## src/design/gasf_pkg.sv

```systemverilog
`default_nettype none

package gasf_pkg;

    localparam int MAX_QUERY_DEF   = 256;
    localparam int MAX_SUBJECT_DEF = 4096;
    localparam int ROW_W_DEF       = $clog2(MAX_QUERY_DEF + 1);
    localparam int COL_W_DEF       = $clog2(MAX_SUBJECT_DEF + 1);

    localparam int SYM_W    = 8;
    localparam int SCORE_W  = 18;
    localparam int WEIGHT_W = 5;

    localparam int NUM_REGS   = 3;
    localparam int APB_ADDR_W = $clog2(4 * NUM_REGS);
    localparam int APB_DATA_W = 32;
    localparam int REG_IDX_W  = APB_ADDR_W - 2;

    localparam logic [REG_IDX_W-1:0] REG_MATCH    = REG_IDX_W'(0);
    localparam logic [REG_IDX_W-1:0] REG_MISMATCH = REG_IDX_W'(1);
    localparam logic [REG_IDX_W-1:0] REG_GAP      = REG_IDX_W'(2);

    localparam logic MODE_QUERY   = 1'b0;
    localparam logic MODE_SUBJECT = 1'b1;

    typedef logic signed [SCORE_W-1:0]  score_t;
    typedef logic signed [WEIGHT_W-1:0] weight_t;

    localparam score_t SCORE_MAX = {1'b0, {(SCORE_W-1){1'b1}}};
    localparam score_t SCORE_MIN = {1'b1, {(SCORE_W-1){1'b0}}};

    typedef struct packed {
        weight_t match_w;
        weight_t mismatch_w;
        weight_t gap_w;
    } gasf_cfg_t;

    // Control and score part of the token that walks down the row of cells.
    typedef struct packed {
        logic              vld;
        logic              restart;
        logic              cand_vld;
        logic [SYM_W-1:0]  sym;
        score_t            up;
        score_t            diag;
        score_t            cand_val;
        score_t            best_val;
    } gasf_tok_t;

    function automatic score_t sat_add(score_t a, weight_t b);
        logic signed [SCORE_W:0] s;
        s = (SCORE_W + 1)'(a) + (SCORE_W + 1)'(b);
        if (s > (SCORE_W + 1)'(SCORE_MAX))
            return SCORE_MAX;
        else if (s < (SCORE_W + 1)'(SCORE_MIN))
            return SCORE_MIN;
        else
            return SCORE_W'(s);
    endfunction

endpackage

`default_nettype wire

```

## src/design/gasf_cfg.sv

```systemverilog
`default_nettype none

module gasf_cfg (
    input  wire logic                                clk,
    input  wire logic                                rst_n,
    input  wire logic                                psel,
    input  wire logic                                penable,
    input  wire logic                                pwrite,
    input  wire logic [gasf_pkg::APB_ADDR_W-1:0]     paddr,
    input  wire logic [gasf_pkg::APB_DATA_W-1:0]     pwdata,
    output logic [gasf_pkg::APB_DATA_W-1:0]          prdata,
    output logic                                     pready,
    output gasf_pkg::gasf_cfg_t                      cfg
);
    import gasf_pkg::*;

    gasf_cfg_t            cfg_reg;
    gasf_cfg_t            cfg_next;
    logic                 wr_en;
    logic [REG_IDX_W-1:0] reg_idx;
    weight_t              wr_val;

    assign pready  = 1'b1;
    assign wr_en   = psel && penable && pwrite && pready;
    assign reg_idx = paddr[APB_ADDR_W-1:2];
    assign wr_val  = weight_t'(pwdata[WEIGHT_W-1:0]);
    assign cfg     = cfg_reg;

    always_comb
    begin
        cfg_next = cfg_reg;
        if (wr_en)
        begin
            case (reg_idx)
                REG_MATCH:    cfg_next.match_w    = wr_val;
                REG_MISMATCH: cfg_next.mismatch_w = wr_val;
                REG_GAP:      cfg_next.gap_w      = wr_val;
                default:      cfg_next = cfg_reg;
            endcase
        end
    end

    always_comb
    begin
        case (reg_idx)
            REG_MATCH:    prdata = APB_DATA_W'(cfg_reg.match_w);
            REG_MISMATCH: prdata = APB_DATA_W'(cfg_reg.mismatch_w);
            REG_GAP:      prdata = APB_DATA_W'(cfg_reg.gap_w);
            default:      prdata = '0;
        endcase
    end

    always_ff @(posedge clk or negedge rst_n)
    begin
        if (!rst_n)
        begin
            cfg_reg.match_w    <= weight_t'(1);
            cfg_reg.mismatch_w <= weight_t'(-1);
            cfg_reg.gap_w      <= weight_t'(-2);
        end
        else
        begin
            cfg_reg <= cfg_next;
        end
    end

endmodule

`default_nettype wire

```

## config.mk

```make
export PLATFORM = sky130hd
export DESIGN_NAME = gasf_cfg
export DESIGN_NICKNAME = d
export VERILOG_FILES = /design/src/design/gasf_pkg.sv /design/src/design/gasf_cfg.sv
export SDC_FILE = /design/constraint.sdc
export NUM_CORES = 1
export LEC_CHECK = 0
export BUFFER_PORTS_ARGS = -buffer_cell sky130_fd_sc_hd__buf_2
export CORE_MARGIN = 4
export CORE_UTILIZATION = 40
export CTS_BUF_LIST = sky130_fd_sc_hd__clkbuf_8
export CTS_CLUSTER_DIAMETER = 30
export CTS_CLUSTER_SIZE = 20
export DETAILED_ROUTE_END_ITERATION = 7
export PLACE_DENSITY = 0.95
export SETUP_SLACK_MARGIN = 0.5
export SLEW_MARGIN = 15
export SYNTH_ARGS = -nofsm -noshare
export SYNTH_HDL_FRONTEND = slang
export SYNTH_SLANG_ARGS = --single-unit
```

## constraint.sdc

```tcl
create_clock -name clk -period 5.23 [get_ports clk]
set_input_delay 0.523 -clock clk [delete_from_list [all_inputs] [get_ports clk]]
set_output_delay 0.523 -clock clk [all_outputs]
set_load 0.01 [all_outputs]
```

==> metrics.cfg <==
[grt]
grt_pass1_wl_um = 2780
first_global_vias = 601
overflow = 0
antenna_found_initial = 0
track_usage_pct = 11.5
grt_max_degree = 29

[route]
drt_iter0_drc = 12
ant_nets = 0
routedWlPerCell_um = 12.7
firstDrtPassIters = 2
drc_errors = 0
vias_per_cell = 4.67
dr_total_vias = 658
wl_um = 1790

[floorplanning]
die_area_mm2 = 0.00318
initial_core_util_pct = 42.4
die_x_um = 56.4
die_h_um = 56.4
coreArea_mm2 = 0.00221
io_pins = 89
rows = 17

[critical_path]
crit_path_frequent_cell = buf_2
startpoint_type = input pin
crit_buf_inv = 2
crit_slowest_cell = nor2b_1
crit_path_end_kind = output pin
worstPathRequired_ps = 4710
crit_chain = buf_2, nor2b_1, nand2_1, o21ai_2, buf_2
criticalPathCategory = input pin to output pin
critical_path.top_delay_family = simple AND/OR/NAND/NOR gates
path_max_fanout = 28
startpoint = paddr[3]
crit_arrival_ps = 1740
worstReg2RegStart = cfg[0]$_DFFE_PN0P_
cp_slowest_stage_delay_ps = 390

[cts]
clk_pin_slew_ps = 60
cts_setup_buffers = 0
cts_tree = done
numCtsBuffers = 3
cts-resized-gates = 0
h-tree-depth = 1
insertion_delay_ps = 240
cts_sinks = 15
cts_buffer_depth = 2
clk_root_buffer_cell = clkbuf_8
cts_hold_buf = 0

[finish]
diodes = 0
finish.instance_area_mm2 = 0.00109
fillerInstances = 208
fin_nets = 155
layout_common_cells = buf_2 (58), mux2_2 (10), dfstp_2 (10)
largest_register_ffs = 15
syn2layout_area_growth_pct = 15.9
final_common_cell = buf_2
layout-drive-gt1-share_pct = 78.8

[sta]
finalSetupViolCount = 0
setup_slack_ps = 2970
hold_viol = 0
fmax_ghz = 0.442
layout_min_cycle_time_ps = 2260
tns_ps = 0
rsz0062_at_grt = false
clock_skew_ps = 0
maxSlewViolCount = 0
relSlewSlack_pct = 50.9
post-route-period-util_pct = 43.3
worst_pin_slew_ps = 731

[synthesis]
syn_area_um2 = 937
synth_nets = 122
yosys_warnings = 0
ys_ff_latch = 15
seq_area_frac_synth_pct = 41.4
avgSynthCellArea_um2 = 11.6
syn_inst = 81
synth_cell_types = 16

[min_path]
hold_class = input pin to asynchronous set/reset pin

[power]
leakage_nw = 0.594
finalPower_uw = 446
cellPowerDensity_mw_per_mm2 = 410
max-vdd-ir-drop_v = 0.000274

[placement]
post-place-ws_ps = 2600
dp_hpwl_um = 1430
port-buffer-count = 58
routabilityCongestion = 0.726
dpl_cell_area_mm2 = 0.00104

[job]
maxCapViolations = 0

[run_status]
status = completed

[path summary, 6_finish.rpt]
| check | to | slack (ps) | cells past startpoint |
|---|---|---|---|
| max | prdata[10] | 2970 | 5 |
| min in group clk | cfg[2]$_DFFE_PN1P_ | 530 | 2 |
| min reg2reg | cfg[14]$_DFFE_PN0P_ | 530 | 1 |
| max in group asynchronous | cfg[4]$_DFFE_PN1P_ | 4780 | 1 |
| min | cfg[13]$_DFFE_PN0P_ | 160 | 1 |
| max reg2reg | cfg[0]$_DFFE_PN0P_ | 4450 | 1 |
[through the flow]
step / std cells / hold WS [ps] / util, %
floorplan: 81 / 227 / -
global placement: 137 / 427 / 46.8
detailed placement: 137 / 436 / 46.8
CTS: 141 / 165 / 48.9
global route: 141 / 173 / 49.1
finish: 141 / 159 / 49.1
[synth_stat cells (all sizes together)]
| library cell | instances | share of area (%) |
|---|---|---|
| or3b | 1 | 0.93 |
| nor2b | 1 | 0.67 |
| nor3 | 1 | 0.53 |
| nand3 | 1 | 0.53 |
| mux2i | 5 | 5.3 |
| o21ai | 5 | 2.7 |
| dfrtp | 5 | 13 |
| nand2 | 5 | 2.0 |
| nor3b | 1 | 1.3 |
| dfstp | 10 | 28 |
| buf | 30 | 24 |
| conb | 1 | 0.40 |
| mux2 | 15 | 20 |
[routing by layer]
metal / global-route usage, % / share of wire (%) / up-vias
li1: - / - / 310
met1: 13.6 / 38 / 291
met2: 19.4 / 46 / 53
met3: 2.53 / 15 / 4
met4: 6.10 / 1.7 / 0
met5: 0 / 0 / -
[cells by family after synthesis]
kind of cell	after synthesis	synth area share (%)
buffers and inverters	30	24.2
muxes	20	25.4
DFF	15	41.4
and+or+nand+nor	10	6.01
AOI/OAI and AO/OA	5	2.67
other	1	0.400
[final cells by class]
type | count | area, µm² | share of cell area, %
Tap cell | 28 | 35.0 | 3.23
Clock buffer | 3 | 41.3 | 3.80
Clock inverter | 1 | 5.00 | 0.461
Multi-Input combinational cell | 36 | 327 | 30.1
Sequential cell | 15 | 388 | 35.7
Timing Repair Buffer | 58 | 290 | 26.7
[where the power goes]
part	switching [mW]	internal (mW)
clock network	0.0393	0.0527
logic	0.0922	0.0844
registers	0.0203	0.157
total	0.152	0.294
Power figures use the tool's default switching activity.
