--- src/design/gasf_pkg.sv ---
`default_nettype none

package gasf_pkg;

    localparam int MAX_QUERY_DEF   = 256;
    localparam int MAX_SUBJECT_DEF = 4096;
    localparam int ROW_W_DEF       = $clog2(MAX_QUERY_DEF + 1);
    localparam int COL_W_DEF       = $clog2(MAX_SUBJECT_DEF + 1);

    localparam int SYM_W    = 8;
    localparam int SCORE_W  = 18;
    localparam int WEIGHT_W = 5;

    localparam int NUM_REGS   = 3;
    localparam int APB_ADDR_W = $clog2(4 * NUM_REGS);
    localparam int APB_DATA_W = 32;
    localparam int REG_IDX_W  = APB_ADDR_W - 2;

    localparam logic [REG_IDX_W-1:0] REG_MATCH    = REG_IDX_W'(0);
    localparam logic [REG_IDX_W-1:0] REG_MISMATCH = REG_IDX_W'(1);
    localparam logic [REG_IDX_W-1:0] REG_GAP      = REG_IDX_W'(2);

    localparam logic MODE_QUERY   = 1'b0;
    localparam logic MODE_SUBJECT = 1'b1;

    typedef logic signed [SCORE_W-1:0]  score_t;
    typedef logic signed [WEIGHT_W-1:0] weight_t;

    localparam score_t SCORE_MAX = {1'b0, {(SCORE_W-1){1'b1}}};
    localparam score_t SCORE_MIN = {1'b1, {(SCORE_W-1){1'b0}}};

    typedef struct packed {
        weight_t match_w;
        weight_t mismatch_w;
        weight_t gap_w;
    } gasf_cfg_t;

    // Control and score part of the token that walks down the row of cells.
    typedef struct packed {
        logic              vld;
        logic              restart;
        logic              cand_vld;
        logic [SYM_W-1:0]  sym;
        score_t            up;
        score_t            diag;
        score_t            cand_val;
        score_t            best_val;
    } gasf_tok_t;

    function automatic score_t sat_add(score_t a, weight_t b);
        logic signed [SCORE_W:0] s;
        s = (SCORE_W + 1)'(a) + (SCORE_W + 1)'(b);
        if (s > (SCORE_W + 1)'(SCORE_MAX))
            return SCORE_MAX;
        else if (s < (SCORE_W + 1)'(SCORE_MIN))
            return SCORE_MIN;
        else
            return SCORE_W'(s);
    endfunction

endpackage

`default_nettype wire

--- src/design/gasf_cell.sv ---
`default_nettype none

module gasf_cell #(
    parameter int ROW_IDX = 1,
    parameter int LEN_W   = gasf_pkg::ROW_W_DEF,
    parameter int CIDX_W  = gasf_pkg::COL_W_DEF
) (
    input  wire logic                          clk,
    input  wire logic                          rst_n,
    input  wire gasf_pkg::gasf_cfg_t           cfg,
    input  wire logic [LEN_W-1:0]              query_len,
    input  wire logic                          q_wr_en,
    input  wire logic [LEN_W-1:0]              q_wr_row,
    input  wire logic [gasf_pkg::SYM_W-1:0]    q_wr_sym,
    input  wire gasf_pkg::gasf_tok_t           tok_in,
    input  wire logic [LEN_W-1:0]              cand_row_in,
    input  wire logic [LEN_W-1:0]              best_row_in,
    input  wire logic [CIDX_W-1:0]             col_in,
    input  wire logic [CIDX_W-1:0]             best_col_in,
    output gasf_pkg::gasf_tok_t                tok_out,
    output logic [LEN_W-1:0]                   cand_row_out,
    output logic [LEN_W-1:0]                   best_row_out,
    output logic [CIDX_W-1:0]                  col_out,
    output logic [CIDX_W-1:0]                  best_col_out
);
    import gasf_pkg::*;

    localparam logic [LEN_W-1:0] MY_ROW  = LEN_W'(ROW_IDX);
    localparam logic [LEN_W-1:0] MY_ADDR = LEN_W'(ROW_IDX - 1);

    logic [SYM_W-1:0]  q_reg;
    logic [SYM_W-1:0]  q_next;
    score_t            score_reg;
    score_t            score_next;
    gasf_tok_t         tok_reg;
    gasf_tok_t         tok_next;
    logic [LEN_W-1:0]  cand_row_reg;
    logic [LEN_W-1:0]  cand_row_next;
    logic [LEN_W-1:0]  best_row_reg;
    logic [LEN_W-1:0]  best_row_next;
    logic [CIDX_W-1:0] col_reg;
    logic [CIDX_W-1:0] best_col_reg;
    logic [CIDX_W-1:0] best_col_next;

    logic    active;
    logic    take;
    weight_t diag_w;
    score_t  d_sum;
    score_t  l_sum;
    score_t  u_sum;
    score_t  dl_max;
    score_t  col_max;
    score_t  cell_new;

    always_comb
    begin
        active = tok_in.vld && (MY_ROW <= query_len);
        diag_w = (q_reg == tok_in.sym) ? cfg.match_w : cfg.mismatch_w;
        d_sum  = sat_add(tok_in.diag, diag_w);
        l_sum  = sat_add(score_reg, cfg.gap_w);
        u_sum  = sat_add(tok_in.up, cfg.gap_w);
        dl_max = (l_sum > d_sum) ? l_sum : d_sum;
        col_max = (u_sum > dl_max) ? u_sum : dl_max;
        // A restart token rebuilds the border column: only the cell above counts.
        cell_new = tok_in.restart ? u_sum : col_max;

        // The previous row's value is folded into the running best one cell later.
        take = tok_in.cand_vld &&
               ((tok_in.cand_val > tok_in.best_val) ||
                ((tok_in.cand_val == tok_in.best_val) && (cand_row_in < best_row_in)));

        tok_next          = tok_in;
        tok_next.up       = active ? cell_new : tok_in.up;
        tok_next.diag     = score_reg;
        tok_next.cand_vld = active;
        tok_next.cand_val = cell_new;
        tok_next.best_val = take ? tok_in.cand_val : tok_in.best_val;
        cand_row_next     = MY_ROW;
        best_row_next     = take ? cand_row_in : best_row_in;
        best_col_next     = take ? col_in : best_col_in;

        score_next = active ? cell_new : score_reg;
        q_next     = (q_wr_en && (q_wr_row == MY_ADDR)) ? q_wr_sym : q_reg;
    end

    always_ff @(posedge clk or negedge rst_n)
    begin
        if (!rst_n)
        begin
            tok_reg <= '0;
        end
        else
        begin
            tok_reg <= tok_next;
        end
    end

    always_ff @(posedge clk)
    begin
        q_reg        <= q_next;
        score_reg    <= score_next;
        cand_row_reg <= cand_row_next;
        best_row_reg <= best_row_next;
        col_reg      <= col_in;
        best_col_reg <= best_col_next;
    end

    assign tok_out      = tok_reg;
    assign cand_row_out = cand_row_reg;
    assign best_row_out = best_row_reg;
    assign col_out      = col_reg;
    assign best_col_out = best_col_reg;

endmodule

`default_nettype wire

--- config.mk ---
export PLATFORM = sky130hd
export DESIGN_NAME = gasf_cell
export DESIGN_NICKNAME = d
export VERILOG_FILES = /design/src/design/gasf_pkg.sv /design/src/design/gasf_cell.sv
export SDC_FILE = /design/constraint.sdc
export NUM_CORES = 1
export LEC_CHECK = 0
export CORE_MARGIN = 8
export CORE_UTILIZATION = 57
export CTS_BUF_LIST = sky130_fd_sc_hd__clkbuf_4
export DETAILED_ROUTE_END_ITERATION = 8
export DONT_BUFFER_PORTS = 1
export PLACE_DENSITY_LB_ADDON = 0.25
export SLEW_MARGIN = 40
export SYNTH_ARGS = -nofsm -noshare
export SYNTH_HDL_FRONTEND = slang
export SYNTH_SLANG_ARGS = --single-unit
--- constraint.sdc ---
create_clock -name clk -period 12.45 [get_ports clk]
set_input_delay 0 -clock clk [delete_from_list [all_inputs] [get_ports clk]]
set_output_delay 0 -clock clk [all_outputs]
set_load 0.02 [all_outputs]
==> results.tsv <==
metric	value	unit
outcome	finished, violations left	
violated checks	hold timing	
vias in the first global route	8891	
Setup CP Type	register to register	
CP arrival	9560	ps
CTS H-tree lvls	4	
Max-cap violations	0	
crit path time final	9060	ps
ANT nets after route	0	
CP endpoint kind	register	
synthesized cell area	0.00983	mm2
layout cells sized above 1	0.0993	
number of remaining DRC errors	0	
Pwr per Cell Area	253	mW/mm2
global route overflow	0	
GRT Overall Usage	0.297	
initial antenna violation count	1	
Synth Area in Compound Gates	0.198	
Hold Crit Class	input port to asynchronous set/reset pin	
CP Data Required Time	12950	ps
clk_lat worst skew	590	ps
Placed Cells	1225	
row cnt	48	
wire per inst	23.4	um
Worst slew margin	0.527	
Max Root-Sink Buffers	2	
Lkg Pwr	5.27	nW
Max FO, Critical Path	22	
Synth Instances	1017	
fin nets	1465	
CTS root buf	clkbuf_4	
worst setup margin	3390	ps
Distinct cells, synth	86	
XOR/XNOR Fraction of Synth Area	0.0410	
first-pass GRT wire length	51000	um
VDD IR max	162	uV
Core Util, Final	0.697	
Yosys warning count	0	
TNS Setup	0	ps
RR Startpoint	q_reg[3]	
number of I/O pins	298	
setup bufs post-CTS	0	
R2R Setup Slk	3390	ps
Core Region	0.0171	mm2
Mean Syn Cell Area	9.67	um2
initial core utilization	0.576	
mux share of post-synthesis cell area	0.0668	
largest family of logic cells by synthesized area	compound AO/OA/AOI/OAI gates	
DRT Pass-1 Iters	5	
Final Max Tran Viols	0	
HPWL after DPL	22600	um
register bit total from synthesis	144	
Post-Synth Adder-Cell Area	0.170	
Slew @ Worst Pin	690	ps
number of synthesized flops with an enable pin	26	
Die Width	147	um
Layout Cell Area excl Fill	0.0119	mm2
DRT iter0 DRCs	666	
dpl ws	3830	ps
Sink Count	144	
Crit Reg-Reg Endpoint	tok_out[66]	
largest net degree at the start of global routing	84	
Post-Layout Cell Count	1414	
number of buffers created by CTS	17	
max reg flops	83	
Final Hold Vio Count	10	
slowest stage cell, crit path	dlygate4sd3_1	
cell mode on critical path	a21oi_1	
Die Ht	147	um
Die ar.	0.0217	mm2
RSZ-0062 raised after global routing	no	
part of the cycle the worst path needs	0.728	
hold slack	-22.8	ps
highest clock rate	110	MHz
placed instance area	0.0100	mm2
CP max stage delay	570	ps
Final setup viols	0	
GP Congestion	0.965	
drt via density	6.13	
R2R depth	32	
CP startpoint kind	register	
Post-synth top flop	dfrtp_1	
Port Buffers	0	
via count	8661	
CTS tree	yes	
Post-synth ARST share	0.576	
CTS clk-pin slew, worst paths	150	ps
sequential cell area fraction in the yosys report	0.362	
Simple-Gate Fraction of Synth Area	0.118	
synthesis-to-finish area growth	20.9	%
worst clock skew	36.7	ps
final wirelength	33100	um
-- cell families (layout without fill, tap and decap cells) --
family	count (synthesis)	count (layout)
compound gates	290	290
xor+xnor	46	46
flops	144	144
simple gates	243	243
fa+ha+maj	134	134
other cells	2	10
mux	59	59
buf+inv	99	263
-- cells in the final DEF, fill, tap and decap left out, drive strengths merged, types with 6 or more instances in the layout --
cell and instances:
dlygate4sd3 155, ha 116, dfrtp 83, nand2 79, inv 76, a21oi 74
o21ai 67, nor2 60, mux2 50, dfxtp 35, a21o 30, edfxtp 26
nand3 25, xnor2 23, xor2 23, clkbuf 18, a211oi 17, maj3 15
o211ai 14, o21a 14, nor3 13, nor2b 13, nand4 11, conb 9
mux2i 9, nor4 8, a31oi 8, and2 8, nand2b 7, o221ai 6
buf 6, a31o 6, clkinv 6
-- where the power goes --
part           total [mW]  internal (mW)  switching (mW)
clock network       0.309          0.121           0.188
logic                1.81          0.703            1.11
registers           0.886          0.648           0.237
-- metal layers --
layer / vias up / part of all wire / global-route usage
met5: - / 0 / 0
met4: 0 / 0.032 / 0.108
met3: 78 / 0.082 / 0.0809
met2: 409 / 0.50 / 0.521
met1: 4131 / 0.39 / 0.338
li1: 4043 / - / -
-- area by class of cell --
cell class / instances / area [um2]
Antenna cell: 1 / 2.50
Inverter: 70 / 263
Multi-Input combinational cell: 781 / 5890
Sequential cell: 144 / 3560
Tap cell: 225 / 282
Timing Repair Buffer: 161 / 1620
Fill cell: 1256 / 5170
Clock inverter: 14 / 136
Clock buffer: 18 / 135
-- worst max-delay path: cells and delay by family (launching register included) --
| family | cells | cell delay (ps) |
|---|---|---|
| simple gates | 7 | 1940 |
| compound gates | 15 | 3410 |
| buf+inv | 4 | 1210 |
| flops | 1 | 440 |
| mux | 1 | 460 |
| xor+xnor | 1 | 170 |
| fa+ha+maj | 4 | 1330 |
-- repair_timing --
item,4_1_cts,5_1_grt
gates resized for setup,0,0
hold buffers,154,2
endpoints found under the hold margin,198,2
-- cells in the mapped netlist, drive strengths merged (11+ instances only) --
cell	n	area share
buf	21	0.014
a211oi	17	0.016
nor2	60	0.024
dfrtp	83	0.21
o21ai	67	0.034
o211ai	14	0.011
nor3	13	0.0066
nand3	25	0.013
a21o	30	0.023
xnor2	23	0.020
nand4	11	0.0070
dfxtp	35	0.071
xor2	23	0.020
nor2b	13	0.0083
o21a	14	0.011
a21oi	74	0.039
mux2	50	0.057
maj3	15	0.016
nand2	79	0.030
edfxtp	26	0.079
ha	116	0.15
inv	70	0.027
-- stage by stage --
step | hold slack (ps) | power (mW)
detailed placement | -294 | 2.56
floorplan | -296 | 2.10
global placement | -294 | 2.55
global route | 9.09 | 3.20
CTS | 0.297 | 2.94
finish | -22.8 | 3.01
-- worst max path at each step --
stage	endpoint	cells past startpoint	slack (ps)	from
2_1_floorplan	score_reg[3]	35	4970	q_reg[7]
3_3_place_gp	score_reg[12]	34	4100	q_reg[7]
3_5_place_dp	score_reg[12]	34	3830	q_reg[7]
4_1_cts	tok_out[66]	35	3350	q_reg[7]
5_1_grt	tok_out[66]	32	2710	q_reg[7]
6_report	tok_out[66]	32	3390	q_reg[3]
Power figures use the tool's default switching activity.
