==> config.mk <==
export PLATFORM = sky130hd
export DESIGN_NAME = gasf_ctrl_flat
export DESIGN_NICKNAME = d
export VERILOG_FILES = /design/src/design/gasf_pkg.sv /design/src/design/gasf_sym_if.sv /design/src/design/gasf_res_if.sv /design/src/design/gasf_ctrl.sv /design/src/flat_wrapper.sv
export SDC_FILE = /design/constraint.sdc
export NUM_CORES = 1
export LEC_CHECK = 0
export BUFFER_PORTS_ARGS = -buffer_cell sky130_fd_sc_hd__buf_2
export CORE_MARGIN = 1.5
export CORE_UTILIZATION = 45
export DETAILED_ROUTE_END_ITERATION = 7
export PLACE_DENSITY = 0.69
export SYNTH_ARGS = -nofsm -noshare
export SYNTH_HDL_FRONTEND = slang
export SYNTH_SLANG_ARGS = --single-unit
==> constraint.sdc <==
create_clock -name clk -period 6.95 [get_ports clk]
set_input_delay 1.39 -clock clk [delete_from_list [all_inputs] [get_ports clk]]
set_output_delay 1.39 -clock clk [all_outputs]
set_load 0.005 [all_outputs]
==> src/design/gasf_pkg.sv <==
`default_nettype none

package gasf_pkg;

    localparam int MAX_QUERY_DEF   = 256;
    localparam int MAX_SUBJECT_DEF = 4096;
    localparam int ROW_W_DEF       = $clog2(MAX_QUERY_DEF + 1);
    localparam int COL_W_DEF       = $clog2(MAX_SUBJECT_DEF + 1);

    localparam int SYM_W    = 8;
    localparam int SCORE_W  = 18;
    localparam int WEIGHT_W = 5;

    localparam int NUM_REGS   = 3;
    localparam int APB_ADDR_W = $clog2(4 * NUM_REGS);
    localparam int APB_DATA_W = 32;
    localparam int REG_IDX_W  = APB_ADDR_W - 2;

    localparam logic [REG_IDX_W-1:0] REG_MATCH    = REG_IDX_W'(0);
    localparam logic [REG_IDX_W-1:0] REG_MISMATCH = REG_IDX_W'(1);
    localparam logic [REG_IDX_W-1:0] REG_GAP      = REG_IDX_W'(2);

    localparam logic MODE_QUERY   = 1'b0;
    localparam logic MODE_SUBJECT = 1'b1;

    typedef logic signed [SCORE_W-1:0]  score_t;
    typedef logic signed [WEIGHT_W-1:0] weight_t;

    localparam score_t SCORE_MAX = {1'b0, {(SCORE_W-1){1'b1}}};
    localparam score_t SCORE_MIN = {1'b1, {(SCORE_W-1){1'b0}}};

    typedef struct packed {
        weight_t match_w;
        weight_t mismatch_w;
        weight_t gap_w;
    } gasf_cfg_t;

    // Control and score part of the token that walks down the row of cells.
    typedef struct packed {
        logic              vld;
        logic              restart;
        logic              cand_vld;
        logic [SYM_W-1:0]  sym;
        score_t            up;
        score_t            diag;
        score_t            cand_val;
        score_t            best_val;
    } gasf_tok_t;

    function automatic score_t sat_add(score_t a, weight_t b);
        logic signed [SCORE_W:0] s;
        s = (SCORE_W + 1)'(a) + (SCORE_W + 1)'(b);
        if (s > (SCORE_W + 1)'(SCORE_MAX))
            return SCORE_MAX;
        else if (s < (SCORE_W + 1)'(SCORE_MIN))
            return SCORE_MIN;
        else
            return SCORE_W'(s);
    endfunction

endpackage

`default_nettype wire

==> src/design/gasf_sym_if.sv <==
`default_nettype none

interface gasf_sym_if;
    logic                         valid;
    logic                         ready;
    logic                         mode;
    logic [gasf_pkg::SYM_W-1:0]   symbol;
    logic                         last;

    modport source (output valid, mode, symbol, last, input ready);
    modport sink (input valid, mode, symbol, last, output ready);
endinterface

`default_nettype wire

==> src/design/gasf_res_if.sv <==
`default_nettype none

interface gasf_res_if #(
    parameter int BEST_ROW_W = gasf_pkg::ROW_W_DEF,
    parameter int BEST_COL_W = gasf_pkg::COL_W_DEF
);
    logic                                valid;
    logic                                ready;
    logic signed [gasf_pkg::SCORE_W-1:0] column_end_score;
    logic signed [gasf_pkg::SCORE_W-1:0] best_score;
    logic [BEST_ROW_W-1:0]               best_row;
    logic [BEST_COL_W-1:0]               best_column;
    logic                                final_res;

    modport source (output valid, column_end_score, best_score, best_row, best_column,
                    final_res, input ready);
    modport sink (input valid, column_end_score, best_score, best_row, best_column,
                  final_res, output ready);
endinterface

`default_nettype wire

==> src/design/gasf_ctrl.sv <==
`default_nettype none

module gasf_ctrl #(
    parameter int  MAX_QUERY   = gasf_pkg::MAX_QUERY_DEF,
    parameter int  MAX_SUBJECT = gasf_pkg::MAX_SUBJECT_DEF,
    localparam int LEN_W       = $clog2(MAX_QUERY + 1),
    localparam int CIDX_W      = $clog2(MAX_SUBJECT + 1)
) (
    input  wire logic                          clk,
    input  wire logic                          rst_n,
    gasf_sym_if.sink                           sym_ch,
    gasf_res_if.source                         res_ch,
    input  wire gasf_pkg::gasf_cfg_t           cfg,
    output logic [LEN_W-1:0]                   query_len,
    output logic                               q_wr_en,
    output logic [LEN_W-1:0]                   q_wr_row,
    output logic [gasf_pkg::SYM_W-1:0]         q_wr_sym,
    output gasf_pkg::gasf_tok_t                head_tok,
    output logic [LEN_W-1:0]                   head_cand_row,
    output logic [LEN_W-1:0]                   head_best_row,
    output logic [CIDX_W-1:0]                  head_col,
    output logic [CIDX_W-1:0]                  head_best_col,
    input  wire gasf_pkg::gasf_tok_t           tail_tok,
    input  wire logic [LEN_W-1:0]              tail_cand_row,
    input  wire logic [LEN_W-1:0]              tail_best_row,
    input  wire logic [CIDX_W-1:0]             tail_col,
    input  wire logic [CIDX_W-1:0]             tail_best_col
);
    import gasf_pkg::*;

    localparam logic [1:0] ST_IDLE  = 2'd0;
    localparam logic [1:0] ST_SWEEP = 2'd1;
    localparam logic [1:0] ST_EMIT  = 2'd2;

    logic [1:0]        state_reg;
    logic [1:0]        state_next;
    logic [LEN_W-1:0]  qlen_reg;
    logic [LEN_W-1:0]  qlen_next;
    logic              load_restart_reg;
    logic              load_restart_next;
    logic [CIDX_W-1:0] col_idx_reg;
    logic [CIDX_W-1:0] col_idx_next;
    score_t            corner_reg;
    score_t            corner_next;
    score_t            end_reg;
    score_t            end_next;
    score_t            best_val_reg;
    score_t            best_val_next;
    logic [LEN_W-1:0]  best_row_reg;
    logic [LEN_W-1:0]  best_row_next;
    logic [CIDX_W-1:0] best_col_reg;
    logic [CIDX_W-1:0] best_col_next;
    logic              last_reg;
    logic              last_next;

    gasf_tok_t         head_tok_reg;
    gasf_tok_t         head_tok_next;
    logic [LEN_W-1:0]  head_cand_row_reg;
    logic [LEN_W-1:0]  head_cand_row_next;
    logic [LEN_W-1:0]  head_best_row_reg;
    logic [LEN_W-1:0]  head_best_row_next;
    logic [CIDX_W-1:0] head_col_reg;
    logic [CIDX_W-1:0] head_col_next;
    logic [CIDX_W-1:0] head_best_col_reg;
    logic [CIDX_W-1:0] head_best_col_next;

    logic              out_valid_reg;
    logic              out_valid_next;
    score_t            out_end_reg;
    score_t            out_end_next;
    score_t            out_best_reg;
    score_t            out_best_next;
    logic [LEN_W-1:0]  out_row_reg;
    logic [LEN_W-1:0]  out_row_next;
    logic [CIDX_W-1:0] out_col_reg;
    logic [CIDX_W-1:0] out_col_next;
    logic              out_final_reg;
    logic              out_final_next;

    logic              in_acc;
    logic              out_free;
    logic              launch_rst;
    logic [LEN_W-1:0]  len_base;
    logic              room;
    logic              col_room;
    score_t            corner_new;
    logic [CIDX_W-1:0] col_new;
    logic              take;

    assign sym_ch.ready = (state_reg == ST_IDLE);

    always_comb
    begin
        in_acc     = sym_ch.valid && sym_ch.ready;
        out_free   = !out_valid_reg || res_ch.ready;
        len_base   = load_restart_reg ? '0 : qlen_reg;
        room       = (len_base < LEN_W'(MAX_QUERY));
        col_room   = (col_idx_reg < CIDX_W'(MAX_SUBJECT));
        corner_new = sat_add(corner_reg, cfg.gap_w);
        col_new    = col_idx_reg + 1'b1;
        take       = tail_tok.cand_vld &&
                     ((tail_tok.cand_val > tail_tok.best_val) ||
                      ((tail_tok.cand_val == tail_tok.best_val) &&
                       (tail_cand_row < tail_best_row)));

        state_next         = state_reg;
        qlen_next          = qlen_reg;
        load_restart_next  = load_restart_reg;
        col_idx_next       = col_idx_reg;
        corner_next        = corner_reg;
        end_next           = end_reg;
        best_val_next      = best_val_reg;
        best_row_next      = best_row_reg;
        best_col_next      = best_col_reg;
        last_next          = last_reg;
        head_tok_next      = '0;
        head_cand_row_next = '0;
        head_best_row_next = '0;
        head_col_next      = '0;
        head_best_col_next = '0;
        out_valid_next     = out_valid_reg && !res_ch.ready;
        out_end_next       = out_end_reg;
        out_best_next      = out_best_reg;
        out_row_next       = out_row_reg;
        out_col_next       = out_col_reg;
        out_final_next     = out_final_reg;
        q_wr_en            = 1'b0;
        launch_rst         = 1'b0;

        case (state_reg)
            ST_IDLE:
            begin
                if (in_acc)
                begin
                    if (sym_ch.mode == MODE_QUERY)
                    begin
                        // Symbols past the query capacity are dropped but still
                        // rebuild the border column.
                        q_wr_en           = room;
                        qlen_next         = room ? (len_base + 1'b1) : len_base;
                        load_restart_next = sym_ch.last;
                        launch_rst        = 1'b1;
                        state_next        = ST_SWEEP;
                    end
                    else
                    begin
                        last_next = sym_ch.last;
                        if (col_room)
                        begin
                            corner_next            = corner_new;
                            col_idx_next           = col_new;
                            head_tok_next.vld      = 1'b1;
                            head_tok_next.sym      = sym_ch.symbol;
                            head_tok_next.up       = corner_new;
                            head_tok_next.diag     = corner_reg;
                            head_tok_next.cand_vld = 1'b1;
                            head_tok_next.cand_val = corner_new;
                            head_tok_next.best_val = best_val_reg;
                            head_best_row_next     = best_row_reg;
                            head_col_next          = col_new;
                            head_best_col_next     = best_col_reg;
                            state_next             = ST_SWEEP;
                        end
                        else
                        begin
                            // Subject is full: the item repeats the current values.
                            state_next = ST_EMIT;
                        end
                    end
                end
            end

            ST_SWEEP:
            begin
                if (tail_tok.vld)
                begin
                    end_next      = tail_tok.up;
                    best_val_next = take ? tail_tok.cand_val : tail_tok.best_val;
                    best_row_next = take ? tail_cand_row : tail_best_row;
                    best_col_next = take ? tail_col : tail_best_col;
                    state_next    = tail_tok.restart ? ST_IDLE : ST_EMIT;
                end
            end

            ST_EMIT:
            begin
                if (out_free)
                begin
                    out_valid_next = 1'b1;
                    out_end_next   = end_reg;
                    out_best_next  = best_val_reg;
                    out_row_next   = best_row_reg;
                    out_col_next   = best_col_reg;
                    out_final_next = last_reg;
                    if (last_reg)
                    begin
                        launch_rst = 1'b1;
                        state_next = ST_SWEEP;
                    end
                    else
                    begin
                        state_next = ST_IDLE;
                    end
                end
            end

            default:
            begin
                state_next = ST_IDLE;
            end
        endcase

        if (launch_rst)
        begin
            corner_next           = '0;
            col_idx_next          = '0;
            head_tok_next         = '0;
            head_tok_next.vld     = 1'b1;
            head_tok_next.restart = 1'b1;
        end
    end

    always_ff @(posedge clk or negedge rst_n)
    begin
        if (!rst_n)
        begin
            state_reg        <= ST_IDLE;
            qlen_reg         <= '0;
            load_restart_reg <= 1'b1;
            col_idx_reg      <= '0;
            corner_reg       <= '0;
            end_reg          <= '0;
            best_val_reg     <= '0;
            best_row_reg     <= '0;
            best_col_reg     <= '0;
            last_reg         <= 1'b0;
            head_tok_reg     <= '0;
            out_valid_reg    <= 1'b0;
        end
        else
        begin
            state_reg        <= state_next;
            qlen_reg         <= qlen_next;
            load_restart_reg <= load_restart_next;
            col_idx_reg      <= col_idx_next;
            corner_reg       <= corner_next;
            end_reg          <= end_next;
            best_val_reg     <= best_val_next;
            best_row_reg     <= best_row_next;
            best_col_reg     <= best_col_next;
            last_reg         <= last_next;
            head_tok_reg     <= head_tok_next;
            out_valid_reg    <= out_valid_next;
        end
    end

    always_ff @(posedge clk)
    begin
        head_cand_row_reg <= head_cand_row_next;
        head_best_row_reg <= head_best_row_next;
        head_col_reg      <= head_col_next;
        head_best_col_reg <= head_best_col_next;
        out_end_reg       <= out_end_next;
        out_best_reg      <= out_best_next;
        out_row_reg       <= out_row_next;
        out_col_reg       <= out_col_next;
        out_final_reg     <= out_final_next;
    end

    assign query_len     = qlen_reg;
    assign q_wr_row      = len_base;
    assign q_wr_sym      = sym_ch.symbol;
    assign head_tok      = head_tok_reg;
    assign head_cand_row = head_cand_row_reg;
    assign head_best_row = head_best_row_reg;
    assign head_col      = head_col_reg;
    assign head_best_col = head_best_col_reg;

    assign res_ch.valid            = out_valid_reg;
    assign res_ch.column_end_score = out_end_reg;
    assign res_ch.best_score       = out_best_reg;
    assign res_ch.best_row         = out_row_reg;
    assign res_ch.best_column      = out_col_reg;
    assign res_ch.final_res        = out_final_reg;

endmodule

`default_nettype wire

==> src/flat_wrapper.sv <==
// flat-port wrapper written by rule: the top's interface ports become plain ports
module gasf_ctrl_flat import gasf_pkg::*;
#(
    parameter int  MAX_QUERY   = gasf_pkg::MAX_QUERY_DEF,
    parameter int  MAX_SUBJECT = gasf_pkg::MAX_SUBJECT_DEF,
    localparam int LEN_W       = $clog2(MAX_QUERY + 1),
    localparam int CIDX_W      = $clog2(MAX_SUBJECT + 1)
)
  (clk, rst_n, cfg, query_len, q_wr_en, q_wr_row, q_wr_sym, head_tok, head_cand_row, head_best_row, head_col, head_best_col, tail_tok, tail_cand_row, tail_best_row, tail_col, tail_best_col, sym_ch_valid, sym_ch_mode, sym_ch_symbol, sym_ch_last, sym_ch_ready, res_ch_valid, res_ch_column_end_score, res_ch_best_score, res_ch_best_row, res_ch_best_column, res_ch_final_res, res_ch_ready);
  gasf_sym_if sym_ch_i ();
  gasf_res_if res_ch_i ();
  input  wire logic clk;
  input  wire logic rst_n;
  input  wire gasf_pkg::gasf_cfg_t cfg;
  output logic [LEN_W-1:0] query_len;
  output logic q_wr_en;
  output logic [LEN_W-1:0] q_wr_row;
  output logic [gasf_pkg::SYM_W-1:0] q_wr_sym;
  output gasf_pkg::gasf_tok_t head_tok;
  output logic [LEN_W-1:0] head_cand_row;
  output logic [LEN_W-1:0] head_best_row;
  output logic [CIDX_W-1:0] head_col;
  output logic [CIDX_W-1:0] head_best_col;
  input  wire gasf_pkg::gasf_tok_t tail_tok;
  input  wire logic [LEN_W-1:0] tail_cand_row;
  input  wire logic [LEN_W-1:0] tail_best_row;
  input  wire logic [CIDX_W-1:0] tail_col;
  input  wire logic [CIDX_W-1:0] tail_best_col;
  input wire logic [$bits(sym_ch_i.valid)-1:0] sym_ch_valid;
  input wire logic [$bits(sym_ch_i.mode)-1:0] sym_ch_mode;
  input wire logic [$bits(sym_ch_i.symbol)-1:0] sym_ch_symbol;
  input wire logic [$bits(sym_ch_i.last)-1:0] sym_ch_last;
  output wire logic [$bits(sym_ch_i.ready)-1:0] sym_ch_ready;
  output wire logic [$bits(res_ch_i.valid)-1:0] res_ch_valid;
  output wire logic [$bits(res_ch_i.column_end_score)-1:0] res_ch_column_end_score;
  output wire logic [$bits(res_ch_i.best_score)-1:0] res_ch_best_score;
  output wire logic [$bits(res_ch_i.best_row)-1:0] res_ch_best_row;
  output wire logic [$bits(res_ch_i.best_column)-1:0] res_ch_best_column;
  output wire logic [$bits(res_ch_i.final_res)-1:0] res_ch_final_res;
  input wire logic [$bits(res_ch_i.ready)-1:0] res_ch_ready;
  assign sym_ch_i.valid = sym_ch_valid;
  assign sym_ch_i.mode = sym_ch_mode;
  assign sym_ch_i.symbol = sym_ch_symbol;
  assign sym_ch_i.last = sym_ch_last;
  assign sym_ch_ready = sym_ch_i.ready;
  assign res_ch_valid = res_ch_i.valid;
  assign res_ch_column_end_score = res_ch_i.column_end_score;
  assign res_ch_best_score = res_ch_i.best_score;
  assign res_ch_best_row = res_ch_i.best_row;
  assign res_ch_best_column = res_ch_i.best_column;
  assign res_ch_final_res = res_ch_i.final_res;
  assign res_ch_i.ready = res_ch_ready;
  gasf_ctrl #(.MAX_QUERY(MAX_QUERY), .MAX_SUBJECT(MAX_SUBJECT)) u_core (.clk(clk), .rst_n(rst_n), .sym_ch(sym_ch_i), .res_ch(res_ch_i), .cfg(cfg), .query_len(query_len), .q_wr_en(q_wr_en), .q_wr_row(q_wr_row), .q_wr_sym(q_wr_sym), .head_tok(head_tok), .head_cand_row(head_cand_row), .head_best_row(head_best_row), .head_col(head_col), .head_best_col(head_best_col), .tail_tok(tail_tok), .tail_cand_row(tail_cand_row), .tail_best_row(tail_best_row), .tail_col(tail_col), .tail_best_col(tail_best_col));
endmodule
==> flow_metrics.tcl, run 1 <==
set metrics [dict create \
    status "complete, no violations" \
    max_freq_mhz 263 \
    drt-vias-per-instance 5.21 \
    final-setup-viol-count 0 \
    cts_root_buf "clkbuf_16" \
    startpoint "cfg[0]" \
    crit_required_ns 7.38 \
    antenna_found_initial 5 \
    clock_skew_ns 0.0200 \
    drcViolationCount 0 \
    mostFrequentLayoutCells "buf_2, dfrtp_1, nand2_1, nor2_1, a21oi_1" \
    crit_family "compound AO/OA/AOI/OAI gates" \
    core_sq_um 25100 \
    globalRouteTotalUtil_pct 20.9 \
    power_frac_seq_pct 43.7 \
    grt_remaining_overflow 0 \
    switching_power_mw 1.58 \
    synth_seq_area_share_pct 58.2 \
    r2r-start "u_core.corner_reg[0]" \
    drv_cap 0 \
    syn_area_sq_um 11500 \
    drive_gt1_share_pct 29.2 \
    slew_headroom_pct 18.6 \
    share_comb_of_total_power_pct 25.5 \
    synth_ff_type "dfrtp_1" \
    largest_reg_flops 65 \
    place_congestion 0.849 \
    cp.arrival_ns 4.23 \
    p_int_mw 3.43 \
    synth_edf_count 59 \
    hpwl_microns 19100 \
    fp-row-count 58 \
    period_share_pct 54.6 \
    grt_pass1_vias 8411 \
    top_layer "met5" \
    hold_violations 0 \
    path_clk_slew_ns 0.06 \
    p_clk_share_pct 30.8 \
    io_pins 371 \
    power_density_nw_per_um2 355 \
    cts_buffers 28 \
    wl_met1_microns 12100 \
    dr_wl_met2_microns 13000 \
    die-area_sq_um 26500 \
    dr_wl_met3_microns 2120 \
    worst_pin_slew_ns 1.22 \
    fp.dieH_microns 163 \
    postRouteAntennaNets 0 \
    ir_worst_vdd_v 0.000224 \
    holdCritStartpoint "u_core.end_reg[13]" \
    firstDrtPassIters 6 \
    areaGrowthSynthToFinish_pct 23.0 \
    syn_area_per_cell_sq_um 10.9 \
    cp-start-kind "input port" \
    cts_buffer_depth 3 \
    yosysUniqueCellTypes 64 \
    io_buffers 325 \
    ys_ff_latch 262 \
    rsz0062_at_grt "no" \
    power.leakage_nw 6.95 \
    yosys_warnings 0 \
    timing.setup.tns_ns 0 \
    crit_type "input port to flop" \
    nets 1532 \
    final_util_pct 56.2 \
    ctsHoldBuffers 0 \
    critPathMaxFanout 31 \
    switching_share_pct 31.5 \
    synthArstFlopShare_pct 64.1 \
    die_w_microns 163 \
    crit_path_end_kind "flop" \
    routedWlPerCell_microns 16.7 \
    cts_tree "built" \
    place_ws_ns 2.58 \
    cp_cell_sequence "buf_2, ha_1, inv_1, fa_1, nand2b_1, a21o_1, a2111oi_2, nor4_1, o22a_1, a31o_2, a21oi_1" \
    drtIter0Drc 611 \
    finalMaxSlewViolations 0 \
    grt_pass1_wl_microns 44200 \
    grt_max_degree 84 \
    cp.buffers_inverters 2 \
    cts_resized 0 \
    fin_ws_ns 3.15 \
    min_period_ns 3.80 \
    crit_path_top_delay_cell "o22a_1" \
    final_common_cell "buf_2" \
    syn_inst 1052 \
    routed_wl_microns 28100 \
    cts_max_level 1 \
    clock-sinks 262 \
    worstSkewPairLatency_ns 0.54 \
    hold_class "flop to flop" \
    slowest_delay_ns 0.60 \
    start_util_pct 45.7 \
    post_cts_buffers 0 \
    vias 8792 \
]
[worst reg2reg max path, stage by stage (launching register included)]
cell	delay, ns
dfrtp_1	0.37
ha_1	0.20
inv_1	0.06
fa_1	0.40
nand2b_1	0.19
a21o_1	0.21
a2111oi_2	0.39
nor4_1	0.11
o22a_1	0.60
a31o_2	0.42
a21oi_1	0.15
[worst paths after layout]
| check | to | slack [ns] | depth (start not counted) |
|---|---|---|---|
| worst min-delay path | u_core.res_ch.column_end_score[13] | 0.45 | 0 |
| worst min register to register | u_core.res_ch.column_end_score[13] | 0.45 | 0 |
| worst max register to register | u_core.head_tok[33] | 3.74 | 10 |
| max in group asynchronous | u_core.best_col_reg[12] | 4.76 | 2 |
| worst max-delay path | u_core.head_tok[33] | 3.15 | 11 |
| min in group asynchronous | u_core.query_len[1] | 0.83 | 1 |
[cell families (layout without fill, tap and decap cells)]
logic type               Yosys count  count (layout)  share of synthesized area [%]
buffers and inverters            133             424                           5.69
AO/OA/AOI/OAI                    248             248                           14.2
flip-flops                       262             262                           58.2
AND/OR/NAND/NOR                  326             326                           14.0
XOR/XNOR                          30              30                           2.29
multiplexers                       5               5                          0.458
other                              1              14                         0.0327
adder cells (fa/ha/maj)           47              47                           5.19
[stage by stage]
stage	power [mW]	area, sq um	hold WS, ns	instances
global placement	3.45	13100	0.429	1629
detailed placement	3.50	13100	0.430	1629
floorplan	3.06	11500	0.425	1060
finish	5.01	14100	0.446	1686
CTS	5.06	14100	0.445	1681
global route	5.33	14100	0.461	1685
[layer usage]
| layer | up-vias | GRT usage, % |
|---|---|---|
| li1 | 4186 | - |
| met1 | 4213 | 28.1 |
| met2 | 335 | 32.4 |
| met3 | 56 | 5.12 |
| met4 | 2 | 8.51 |
| met5 | - | 0 |
[cell type report]
| class | count | area (sq um) |
|---|---|---|
| Inverter | 39 | 146 |
| Timing Repair Buffer | 333 | 1690 |
| Multi-Input combinational cell | 665 | 4200 |
| Clock buffer | 41 | 831 |
| Antenna cell | 5 | 12.5 |
| Tap cell | 330 | 413 |
| Clock inverter | 11 | 139 |
| Fill cell | 2189 | 11000 |
| Sequential cell | 262 | 6680 |
[power groups by stage]
stage                     clock network (mW)  logic (mW)  registers (mW)
final                                   1.54        1.28            2.19
after global routing                    1.64        1.45            2.24
after CTS                               1.58        1.29            2.19
after detailed placement                   0        1.28            2.22
after global placement                     0        1.25            2.21
after floorplan                            0       0.906            2.16
[cells in the mapped netlist, drive strengths merged (13+ instances only)]
cell | count | area, sq um
dfrtp | 167 | 4180
nand2 | 110 | 413
nor2 | 81 | 304
a21oi | 68 | 340
and2 | 65 | 407
o21ai | 62 | 310
edfxtp | 59 | 1770
clkbuf | 49 | 184
ha | 46 | 576
buf | 45 | 323
inv | 39 | 146
dfxtp | 35 | 701
o31a | 26 | 228
a21o | 17 | 128
xor2 | 17 | 149
a41oi | 15 | 131
nand3 | 15 | 75.1
nor2b | 15 | 93.8
o31ai | 15 | 113
o311ai | 14 | 123
xnor2 | 13 | 114
Power figures use the tool's default switching activity.
==> run 2, diff against run 1 <==
--- a/config.mk
+++ b/config.mk
@@ -5,6 +5,7 @@
 export SDC_FILE = /design/constraint.sdc
 export NUM_CORES = 1
 export LEC_CHECK = 0
+export ABC_AREA = 1
 export BUFFER_PORTS_ARGS = -buffer_cell sky130_fd_sc_hd__buf_2
 export CORE_MARGIN = 1.5
 export CORE_UTILIZATION = 45
==> constraint.sdc (replaced) <==
create_clock -name clk -period 3.9 [get_ports clk]
set_input_delay 0.78 -clock clk [delete_from_list [all_inputs] [get_ports clk]]
set_output_delay 0.78 -clock clk [all_outputs]
set_load 0.005 [all_outputs]
==> run 2 against run 1 <==
Compared with the run above: register-to-register slack lost 2.3 ns; clock power increased by 74%; critical path depth down 3; first-iteration DRC count is 17% lower; worst hold slack worse by 0.29 ns; cell area rose by 3.6%; via count increased by 6.1%.
==> flow_metrics.tcl, run 2 <==
set metrics [dict create \
    status "complete, no violations" \
    io_buffers 325 \
    drive_gt1_share_pct 26.2 \
    syn_inst 1330 \
    max_freq_mhz 359 \
    synthArstFlopShare_pct 64.1 \
    start_util_pct 45.8 \
    synth_top_area_cell "dfrtp_1" \
    post_cts_buffers 0 \
    timing.setup.tns_ns 0 \
    cts_resized 0 \
    drtIter0Drc 506 \
    hpwl_microns 20600 \
    p_int_mw 6.18 \
    ctsHoldBuffers 0 \
    synth_ff_type "dfrtp_1" \
    areaGrowthSynthToFinish_pct 22.4 \
    drv_cap 0 \
    final_common_cell "nand2_1" \
    grt_remaining_overflow 0 \
    power_density_nw_per_um2 637 \
    switching_share_pct 33.7 \
    synth_area_leaders "dfrtp_1, edfxtp_1, nand2_1, inv_1, dfxtp_1" \
    yosysTopAreaCellShare_pct 35.0 \
    core_sq_um 26100 \
    yosysUniqueCellTypes 43 \
    cts_buffer_depth 3 \
    period_share_pct 71.4 \
    holdWs_ns 0.151 \
    io_pins 371 \
    drcViolationCount 0 \
    crit_required_ns 3.12 \
    clock_skew_ns 0.0192 \
    fp-row-count 59 \
    postRouteAntennaNets 0 \
    crit_path_end_kind "primary output" \
    fp.dieH_microns 166 \
    clock-sinks 262 \
    drt-vias-per-instance 4.70 \
    final_util_pct 56.1 \
    vias 9327 \
    crit_type "flop to primary output" \
    die-area_sq_um 27500 \
    yosysMostFrequentCell "nand2_1" \
    cp.arrival_ns 2.00 \
    die_w_microns 166 \
    syn_area_sq_um 11900 \
    critPathMaxFanout 6 \
    cts_tree "built" \
    grt_max_degree 88 \
    yosys_warnings 0 \
    rsz0062_at_grt "no" \
    hold_class "input port to asynchronous set/reset pin" \
    power_frac_seq_pct 43.0 \
    min_period_ns 2.78 \
    fillers 2346 \
    ys_ff_latch 262 \
    syn_area_per_cell_sq_um 8.98 \
    finalMaxSlewViolations 0 \
    grt_pass1_wl_microns 47500 \
    path_clk_slew_ns 0.06 \
    nets 1830 \
    switching_power_mw 3.13 \
    place_congestion 0.896 \
    power.leakage_nw 8.21 \
    cts_max_level 1 \
    final-setup-viol-count 0 \
    share_comb_of_total_power_pct 28.2 \
    slew_headroom_pct 24.9 \
    grt_pass1_vias 9212 \
    mostFrequentLayoutCells "nand2_1, buf_2, inv_1, dfrtp_1, nor2_1" \
    hold_violations 0 \
    routedWlPerCell_microns 14.6 \
    ir_worst_vdd_v 0.000502 \
    p_clk_share_pct 28.8 \
    cts_root_buf "clkbuf_16" \
    worst_pin_slew_ns 1.13 \
    worstSkewPairLatency_ns 0.55 \
    firstDrtPassIters 4 \
    routed_wl_microns 28900 \
    cp-start-kind "flop" \
    globalRouteTotalUtil_pct 21.1 \
    synth_edf_count 59 \
    largest_reg_flops 65 \
    netlist_top_cells_count "nand2_1, inv_1, dfrtp_1" \
    antenna_found_initial 5 \
    synth_seq_area_share_pct 55.9 \
    cts_buffers 28 \
]
run 2: changes by cell type after synthesis, sizes merged, moves of 16 or more:
cell | before | now
a21oi | 68 | 28
clkbuf | 49 | 19
nand2 | 110 | 348
o21ai | 62 | 20
a21o | 17 | 1
inv | 39 | 223
nand3 | 15 | 134
nor2 | 81 | 132
o31a | 26 | 0
and2 | 65 | 1
run 2: through the flow:
stage	instance area (sq um)	power (mW)	setup WS (ns)	std cells
after floorplan	12000	5.81	0.114	1338
after global placement	13700	6.62	0.846	1932
after detailed placement	13700	6.71	0.797	1932
after CTS	14600	9.43	1.08	1983
after global routing	14600	9.97	0.966	1984
final	14600	9.32	1.12	1985
run 2: cell type report:
| cell class | instances | area [sq um] | area share [%] |
|---|---|---|---|
| diodes | 2 | 5.00 | 0.0342 |
| flip-flops and latches | 262 | 6680 | 45.7 |
| well taps | 335 | 419 | 2.87 |
| multi-input cells | 776 | 3980 | 27.2 |
| clock inverters | 7 | 47.5 | 0.325 |
| repair buffers | 336 | 1740 | 11.9 |
| inverters | 223 | 838 | 5.73 |
| clock buffers | 44 | 916 | 6.26 |
run 2: power by group through the flow:
stage / Combinational, mW / Sequential, mW / Clock, mW
after floorplan: 1.83 / 3.99 / 0
after global placement: 2.60 / 4.03 / 0
after detailed placement: 2.65 / 4.06 / 0
after CTS: 2.67 / 4.01 / 2.76
after global routing: 3.00 / 4.10 / 2.88
final: 2.62 / 4.01 / 2.68
run 2: critical path, cell delays in order (launching register included):
cell,delay [ns]
dfrtp_1,0.41
nor2_2,0.15
inv_1,0.05
nor2_1,0.12
inv_1,0.06
nor2_2,0.18
inv_1,0.12
nor2_2,0.21
buf_2,0.16
run 2: per-layer routing:
metal,up-vias,wire length (microns),global-route usage (%)
met1,4272,11700,25.5
met4,4,607,5.33
li1,4688,-,-
met3,51,2580,6.84
met5,-,23,0
met2,312,14000,36.3
run 2: final timing paths:
path	to	cells after the start	slack, ns	startpoint
max	q_wr_en	8	1.12	u_core.state_reg[0]
max reg2reg	u_core.corner_reg[3]	10	1.46	u_core.corner_reg[10]
min reg2reg	u_core.res_ch.column_end_score[5]	0	0.45	u_core.end_reg[5]
min in group clk	u_core.end_reg[8]	3	0.43	tail_tok[62]
min	u_core.head_tok[44]	1	0.15	rst_n
max in group asynchronous	u_core.end_reg[11]	2	2.86	rst_n
run 2: cell families after synthesis:
kind of cell	after synthesis	share of synthesized area [%]
other	1	0.0314
AND/OR/NAND/NOR	630	22.9
multiplexers	1	0.0943
buffers and inverters	300	11.2
AO/OA/AOI/OAI	67	3.18
XOR/XNOR	22	1.61
flip-flops	262	55.9
adder cells (fa/ha/maj)	47	4.99
